===== src/rtl/prt_pkg.sv =====
// shared types and constants for the ping request tracking table
`default_nettype none
package prt_pkg;

	// action codes carried in a request word
	localparam logic [1:0] ACT_TICK   = 2'd0;
	localparam logic [1:0] ACT_RECORD = 2'd1;
	localparam logic [1:0] ACT_REPLY  = 2'd2;
	localparam logic [1:0] ACT_QUERY  = 2'd3;

	localparam logic [31:0] STALE_LIMIT_RESET = 32'd5000;

	typedef struct packed {
		logic [1:0]  action;
		logic [31:0] peer_address;
		logic [15:0] sequence_number;
	} req_t;

	typedef struct packed {
		logic       slot_valid;
		logic [3:0] slot_index;
		logic       matched;
	} rsp_t;

	// one stored entry of the table
	typedef struct packed {
		logic [31:0] peer;
		logic [15:0] sequence_number;
		logic [31:0] stamp;
	} entry_t;

endpackage
`default_nettype wire


===== src/rtl/prt_entry_ram.sv =====
// simple dual port entry ram (one write port, one read port) with registered read data
`default_nettype none
module prt_entry_ram #(
	parameter int DEPTH = 16
) (
	input  wire                         clk,
	input  wire                         we,
	input  wire  [$clog2(DEPTH)-1:0]    waddr,
	input  prt_pkg::entry_t             wdata,
	input  wire                         re,
	input  wire  [$clog2(DEPTH)-1:0]    raddr,
	output prt_pkg::entry_t             rdata
);
	import prt_pkg::*;

	entry_t mem [DEPTH];
	entry_t rdata_q;

	always_ff @(posedge clk) begin
		if (we) begin
			mem[waddr] <= wdata;
		end
		if (re) begin
			rdata_q <= mem[raddr];
		end
	end

	assign rdata = rdata_q;

endmodule
`default_nettype wire


===== src/rtl/prt_scan_ctrl.sv =====
// scan sequencer: tick counter, done and written flags, entry search
`default_nettype none
module prt_scan_ctrl #(
	parameter int ENTRIES = 16
) (
	input  wire                          clk,
	input  wire                          arst_n,
	input  wire                          req_valid,
	output logic                         req_stall,
	input  prt_pkg::req_t                req,
	input  wire  [31:0]                  stale_limit,
	input  wire                          out_free,
	output logic                         push,
	output prt_pkg::rsp_t                result,
	output logic                         ram_we,
	output logic [$clog2(ENTRIES)-1:0]   ram_waddr,
	output prt_pkg::entry_t              ram_wdata,
	output logic                         ram_re,
	output logic [$clog2(ENTRIES)-1:0]   ram_raddr,
	input  prt_pkg::entry_t              ram_rdata
);
	import prt_pkg::*;

	localparam int IW = $clog2(ENTRIES);

	typedef enum logic [1:0] {
		S_IDLE,
		S_SCAN,
		S_DONE
	} state_t;

	state_t              state_q;
	req_t                item_q;
	logic [IW:0]         rd_idx_q;
	logic [IW-1:0]       chk_idx_q;
	logic                chk_vld_q;
	logic [31:0]         tick_q;
	logic [ENTRIES-1:0]  done_q;
	logic [ENTRIES-1:0]  written_q;
	rsp_t                result_q;

	entry_t       ent;
	logic         ent_done;
	logic         key_eq;
	logic [31:0]  age;
	logic         hit;
	logic         last;
	logic [7:0]   chk_idx_wide;

	// entries never written read as zero
	always_comb begin
		ent      = written_q[chk_idx_q] ? ram_rdata : '0;
		ent_done = done_q[chk_idx_q];
		key_eq   = (ent.peer == item_q.peer_address) &&
		           (ent.sequence_number == item_q.sequence_number);
		age      = tick_q - ent.stamp;
		case (item_q.action)
			ACT_RECORD: hit = !ent_done || (age > stale_limit);
			ACT_REPLY:  hit = key_eq && !ent_done;
			ACT_QUERY:  hit = key_eq && ent_done;
			default:    hit = 1'b0;
		endcase
		last         = (chk_idx_q == IW'(ENTRIES - 1));
		chk_idx_wide = 8'(chk_idx_q);
	end

	assign req_stall = (state_q != S_IDLE);
	assign push      = (state_q == S_DONE) && out_free;
	assign result    = result_q;

	assign ram_re    = (state_q == S_SCAN) && (rd_idx_q != (IW+1)'(ENTRIES));
	assign ram_raddr = rd_idx_q[IW-1:0];
	assign ram_we    = (state_q == S_SCAN) && chk_vld_q && hit &&
	                   (item_q.action == ACT_RECORD);
	assign ram_waddr = chk_idx_q;
	assign ram_wdata = '{peer: item_q.peer_address,
	                     sequence_number: item_q.sequence_number,
	                     stamp: tick_q};

	always_ff @(posedge clk or negedge arst_n) begin
		if (!arst_n) begin
			state_q   <= S_IDLE;
			rd_idx_q  <= '0;
			chk_idx_q <= '0;
			chk_vld_q <= 1'b0;
			tick_q    <= '0;
			done_q    <= '0;
			written_q <= '0;
			result_q  <= '0;
			item_q    <= '0;
		end else begin
			case (state_q)
				S_IDLE: begin
					if (req_valid) begin
						item_q    <= req;
						rd_idx_q  <= '0;
						chk_vld_q <= 1'b0;
						result_q  <= '0;
						if (req.action == ACT_TICK) begin
							tick_q  <= tick_q + 32'd1;
							state_q <= S_DONE;
						end else begin
							state_q <= S_SCAN;
						end
					end
				end
				S_SCAN: begin
					// issue the next read while checking the previous one
					chk_vld_q <= ram_re;
					chk_idx_q <= rd_idx_q[IW-1:0];
					if (ram_re) begin
						rd_idx_q <= rd_idx_q + (IW+1)'(1);
					end
					if (chk_vld_q && hit) begin
						state_q <= S_DONE;
						case (item_q.action)
							ACT_RECORD: begin
								written_q[chk_idx_q] <= 1'b1;
								done_q[chk_idx_q]    <= 1'b0;
								result_q <= '{slot_valid: 1'b1,
								              slot_index: chk_idx_wide[3:0],
								              matched: 1'b0};
							end
							ACT_REPLY: begin
								done_q[chk_idx_q] <= 1'b1;
								result_q <= '{slot_valid: 1'b0,
								              slot_index: chk_idx_wide[3:0],
								              matched: 1'b1};
							end
							default: begin
								result_q <= '{slot_valid: 1'b0,
								              slot_index: chk_idx_wide[3:0],
								              matched: 1'b1};
							end
						endcase
					end else if (chk_vld_q && last) begin
						state_q  <= S_DONE;
						result_q <= '0;
					end
				end
				S_DONE: begin
					if (out_free) begin
						state_q <= S_IDLE;
					end
				end
				default: begin
					state_q <= S_IDLE;
				end
			endcase
		end
	end

endmodule
`default_nettype wire


===== src/rtl/ping_request_tracking_table.sv =====
// ping request tracking table: tick counter plus a table of outstanding echo requests
// a tick word bumps the tick counter, goes to the done state and loads the output register
// once it is free; record, reply and query words scan the table with one entry ram read
// per scanned entry, ending early at the first hit or after the last entry. one word is in
// work at a time; the next word is taken the cycle after a result loads.
// reset clears the tick counter and all done and written flags at once, stale limit 5000
`default_nettype none
module ping_request_tracking_table #(
	parameter int ENTRIES = 16
) (
	input  wire            clk,
	input  wire            arst_n,
	// request words
	input  wire            req_valid,
	output logic           req_stall,
	input  prt_pkg::req_t  req,
	// response words
	output logic           rsp_valid,
	input  wire            rsp_stall,
	output prt_pkg::rsp_t  rsp,
	// stale limit register write
	input  wire            cfg_valid,
	output logic           cfg_ready,
	input  wire  [31:0]    cfg_data
);
	import prt_pkg::*;

	localparam int IW = $clog2(ENTRIES);

	logic [31:0]    stale_limit_q;
	logic           rsp_valid_q;
	rsp_t           rsp_q;

	logic           out_free;
	logic           push;
	rsp_t           result;

	logic           ram_we;
	logic [IW-1:0]  ram_waddr;
	entry_t         ram_wdata;
	logic           ram_re;
	logic [IW-1:0]  ram_raddr;
	entry_t         ram_rdata;

	// the register port never stalls; the user must write only while idle, the block does not enforce it
	assign cfg_ready = 1'b1;

	always_ff @(posedge clk or negedge arst_n) begin
		if (!arst_n) begin
			stale_limit_q <= STALE_LIMIT_RESET;
		end else if (cfg_valid) begin
			stale_limit_q <= cfg_data;
		end
	end

	// output register: free when empty or being taken this cycle
	assign out_free = !rsp_valid_q || !rsp_stall;

	always_ff @(posedge clk or negedge arst_n) begin
		if (!arst_n) begin
			rsp_valid_q <= 1'b0;
			rsp_q       <= '0;
		end else if (push) begin
			rsp_valid_q <= 1'b1;
			rsp_q       <= result;
		end else if (!rsp_stall) begin
			rsp_valid_q <= 1'b0;
		end
	end

	assign rsp_valid = rsp_valid_q;
	assign rsp       = rsp_q;

	// search sequencer with the flags and the tick counter
	prt_scan_ctrl #(
		.ENTRIES (ENTRIES)
	) u_scan (
		.clk         (clk),
		.arst_n      (arst_n),
		.req_valid   (req_valid),
		.req_stall   (req_stall),
		.req         (req),
		.stale_limit (stale_limit_q),
		.out_free    (out_free),
		.push        (push),
		.result      (result),
		.ram_we      (ram_we),
		.ram_waddr   (ram_waddr),
		.ram_wdata   (ram_wdata),
		.ram_re      (ram_re),
		.ram_raddr   (ram_raddr),
		.ram_rdata   (ram_rdata)
	);

	// peer, sequence and stamp of every entry
	prt_entry_ram #(
		.DEPTH (ENTRIES)
	) u_ram (
		.clk   (clk),
		.we    (ram_we),
		.waddr (ram_waddr),
		.wdata (ram_wdata),
		.re    (ram_re),
		.raddr (ram_raddr),
		.rdata (ram_rdata)
	);

endmodule
`default_nettype wire

===== config.mk =====
export PLATFORM = sky130hd
export DESIGN_NAME = ping_request_tracking_table
export DESIGN_NICKNAME = d
export VERILOG_FILES = /design/src/rtl/prt_pkg.sv /design/src/rtl/prt_entry_ram.sv /design/src/rtl/prt_scan_ctrl.sv /design/src/rtl/ping_request_tracking_table.sv
export SDC_FILE = /design/constraint.sdc
export NUM_CORES = 2
export LEC_CHECK = 0
export BUFFER_PORTS_ARGS = -buffer_cell sky130_fd_sc_hd__buf_2
export CAP_MARGIN = 10
export CORE_UTILIZATION = 45
export CTS_BUF_LIST = sky130_fd_sc_hd__clkbuf_4
export DETAILED_ROUTE_END_ITERATION = 10
export PLACE_DENSITY = 0.74
export REMOVE_ABC_BUFFERS = 1
export SETUP_SLACK_MARGIN = 0.15
export SYNTH_ARGS = -nofsm -noshare
export SYNTH_HDL_FRONTEND = slang
export SYNTH_SLANG_ARGS = --single-unit

===== constraint.sdc =====
create_clock -name clk -period 15.1 [get_ports clk]
set_clock_uncertainty 0.2 [all_clocks]
set_input_delay 3.02 -clock clk [delete_from_list [all_inputs] [get_ports clk]]
set_output_delay 3.02 -clock clk [all_outputs]
set_load 0.01 [all_outputs]

==> reports/metrics.yaml <==
worst_setup_path:
  rr_startpoint: "u_scan.ram_waddr[0]"
  rr_worst_depth: 29
  worstReg2RegEnd: "u_ram.mem[13][6]"
  ff2ff_setup_slack_ns: 4.47
  worstPathMaxFanout: 42
  cpMaxStageDelayCell: "nor3_4"
  endpoint_kind: "flop"
  critPathKind: "flop to flop"
  critPathLaunchType: "flop"
  cp.required_ns: 15.71
  arrival_ns: 11.24
  cpPeakStageDelay_ns: 1.01
clocking:
  clk_pin_slew_ns: 0.06
  cts_buffers: 384
  cts.sink_count: 1531
  clock_latency_ns: 1.29
  cts_root_buffer: "clkbuf_4"
  cts_tree: "done"
  ctsResizeCount: 0
  post_cts_buffers: 0
  cts_hold_buffers: 0
  cts_max_level: 5
  cts_max_path_buffers: 4
floorplan:
  ios: 96
  die_h_um: 370
  die_w_um: 370
  core_sq_um: 134000
  die_area_sq_um: 137000
  rows: 134
  initial_core_util: 0.455
global_routing:
  grt_use_total: 0.203
  antenna_found_initial: 5
  grt_pass1_vias: 32087
  busiest_layer: "met2"
  use_met1: 0.287
  gr-usage-met2: 0.318
  grt_pass1_wl_um: 205000
  grt_util_met3: 0.0447
  gr-total-overflow: 0
  grt_max_degree: 144
power_and_ir_drop:
  switching_power_w: 0.00385
  power.density_nw_per_um2: 182
  p_seq_frac: 0.460
  switching_share: 0.310
  p_leak_nw: 23.0
  ir_worst_vdd_mv: 0.214
  clkPwrFrac: 0.270
  p_int_w: 0.00858
  power_frac_comb: 0.271
  p_total_w: 0.0124
sta:
  fmax_mhz: 94.1
  rsz0062_at_grt: "no"
  slew_headroom: 0.229
  fin_crit_sh: 0.704
  fin_crit_ns: 10.63
  slew_viol_final: 0
  worst_hold_slack_ns: 0.265
  setup_viol_count_final: 0
  hold_viol_final: 0
  tightest_slew_ns: 1.16
synthesis:
  synthCells: 3036
  synth_edf_count: 1360
  synth-seq-cells: 1531
  synth.yosys.seq_area_share: 0.742
  synth_ff_type: "edfxtp_1"
  ys.warnings.count: 0
  synth.avg_cell_area_sq_um: 20.0
  async_flop_share: 0.112
  ys_types: 73
  syn-cell-area_sq_um: 60800
layout:
  nNetsFinal: 3605
  instances_no_fill: 5494
  final_layout_size_suffix_gt1_frac: 0.325
  syn_to_final_growth_pct: 12.4
min_path:
  worstHoldPathCells: 1
  hold_class: "flop to flop"
  holdPathEnd: "u_scan.written_q[15]"
  min_from: "u_scan.written_q[15]"
route:
  drc: 8
  num_vias: 31186
  wl_per_cell_um: 24.9
  ant_nets: 0
  drt_iter0_drc: 3347
  routed_wl_um: 137000
  first_pass_iters: 11
  vias_per_cell: 5.68
status:
  violations: "design-rule violations"
  status: "complete, but fails checks"
job:
  maxCapViolations: 0
placement:
  dp.cells: 4828
  place_congestion: 0.888
  dpl.hpwl_um: 76200
  port_buffers: 94
worst max path at each step:
| stage | cells after the start | startpoint | endpoint |
|---|---|---|---|
| 2_1_floorplan | 6 | u_scan.rd_idx_q[0] | u_scan.rd_idx_q[0] |
| 3_3_place_gp | 29 | u_scan.ram_waddr[0] | u_ram.mem[13][9] |
| 3_5_place_dp | 29 | u_scan.ram_waddr[0] | u_ram.mem[13][8] |
| 4_1_cts | 29 | u_scan.ram_waddr[0] | u_ram.mem[13][6] |
| 5_1_grt | 26 | u_scan.ram_waddr[0] | u_ram.mem[13][6] |
| 6_report | 29 | u_scan.ram_waddr[0] | u_ram.mem[13][6] |
layout by cell type (no fill, tap or decap), drive strengths merged, types with 26 or more instances in the layout:
cell type,count
a21oi,42
buf,159
clkbuf,564
clkinv,83
dfrtp,166
edfxtp,1360
ha,71
inv,70
mux2,26
mux4,409
nand2,266
nand3,37
nor2,63
o21ai,68
xnor2,51
xor2,40
metal layers:
layer,up-vias,part of all wire
li1,13360,-
met1,16159,0.42
met2,1461,0.48
met3,204,0.083
met4,2,0.020
met5,-,0.000051
kinds of logic (layout without fill, tap and decap cells):
group | Yosys count | count (layout) | share of synthesized area
compound gates | 216 | 216 | 0.0232
xor+xnor | 91 | 91 | 0.0131
fa+ha+maj | 72 | 72 | 0.0149
buf+inv | 201 | 882 | 0.0130
flops | 1531 | 1531 | 0.742
mux | 438 | 438 | 0.157
other cells | 1 | 10 | 0.0000617
simple gates | 486 | 486 | 0.0366
area by class of cell:
class	instances	area (sq um)
Sequential cell	1531	45100
Inverter	66	248
Antenna cell	9	22.5
Multi-Input combinational cell	1304	15000
Clock inverter	93	473
Fill cell	10582	65400
Timing Repair Buffer	159	1010
Clock buffer	564	4230
Tap cell	1768	2210
power by group through the flow:
stage | registers, W | logic (W) | clock network [W]
after floorplan | 0.00588 | 0.00294 | 0
after global placement | 0.00579 | 0.00334 | 0
after detailed placement | 0.00580 | 0.00338 | 0
after CTS | 0.00571 | 0.00340 | 0.00344
after global routing | 0.00575 | 0.00367 | 0.00365
final | 0.00571 | 0.00337 | 0.00335
synthesized netlist by cell type (4+ instances only):
cell type	number	area share
mux2_2	9	0.0017
mux2_1	16	0.0030
a22o_1	5	0.00072
a22oi_1	4	0.00049
mux4_2	409	0.15
a31oi_1	4	0.00041
buf_2	4	0.00033
nand3_1	37	0.0030
nor3_1	21	0.0017
nor2_1	62	0.0038
nor4_1	4	0.00041
a21oi_1	42	0.0035
o31ai_1	4	0.00049
dfrtp_1	166	0.068
o22ai_1	6	0.00062
ha_1	71	0.015
dfstp_2	5	0.0022
a31o_2	6	0.00086
a211oi_1	6	0.00074
o21ai_0	68	0.0056
inv_1	66	0.0041
edfxtp_1	1360	0.67
nand2b_1	11	0.0011
xor2_1	40	0.0058
nor2b_1	15	0.0015
and2_1	8	0.00082
o211ai_1	5	0.00062
o21bai_1	15	0.0019
a21o_1	20	0.0025
buf_1	37	0.0023
clkbuf_1	89	0.0055
o21a_1	6	0.00074
and3_1	16	0.0016
nand4_1	22	0.0023
nand2_1	266	0.016
or3_1	4	0.00041
xnor2_1	51	0.0073
critical path, delay by kind of cell (launching register included):
kind / cells / cell delay [ns]
AOI/OAI and AO/OA: 11 / 2.94
xor gates and xnor gates: 1 / 0.14
adders and majority gates: 3 / 0.68
buffers and inverters: 4 / 1.75
DFF: 1 / 0.97
muxes: 3 / 1.00
and+or+nand+nor: 7 / 2.42
sequential cells by signal, summed over array words and instances (netlist names), 2 cells and up, named ones only:
name	count
u_scan.result	6
u_ram.rdata	80
u_scan.ram_waddr	4
u_scan.written_q	16
u_scan.state_q	2
u_ram.mem	1280
u_scan.rd_idx_q	5
stale_limit_q	32
rsp	6
u_scan.tick_q	32
u_scan.ram_wdata	48
u_scan.item_q	2
metrics by stage:
step / setup slack (ns) / util / area, sq um / TNS (ns)
finish: 4.47 / 0.511 / 68400 / 0
global route: 3.85 / 0.511 / 68400 / 0
CTS: 4.47 / 0.511 / 68400 / 0
detailed placement: 4.57 / 0.476 / 63600 / 0
global placement: 4.70 / 0.476 / 63600 / 0
floorplan: -2.36 / - / 60300 / -185.17
Note: power is estimated with default switching activity, not from simulation.
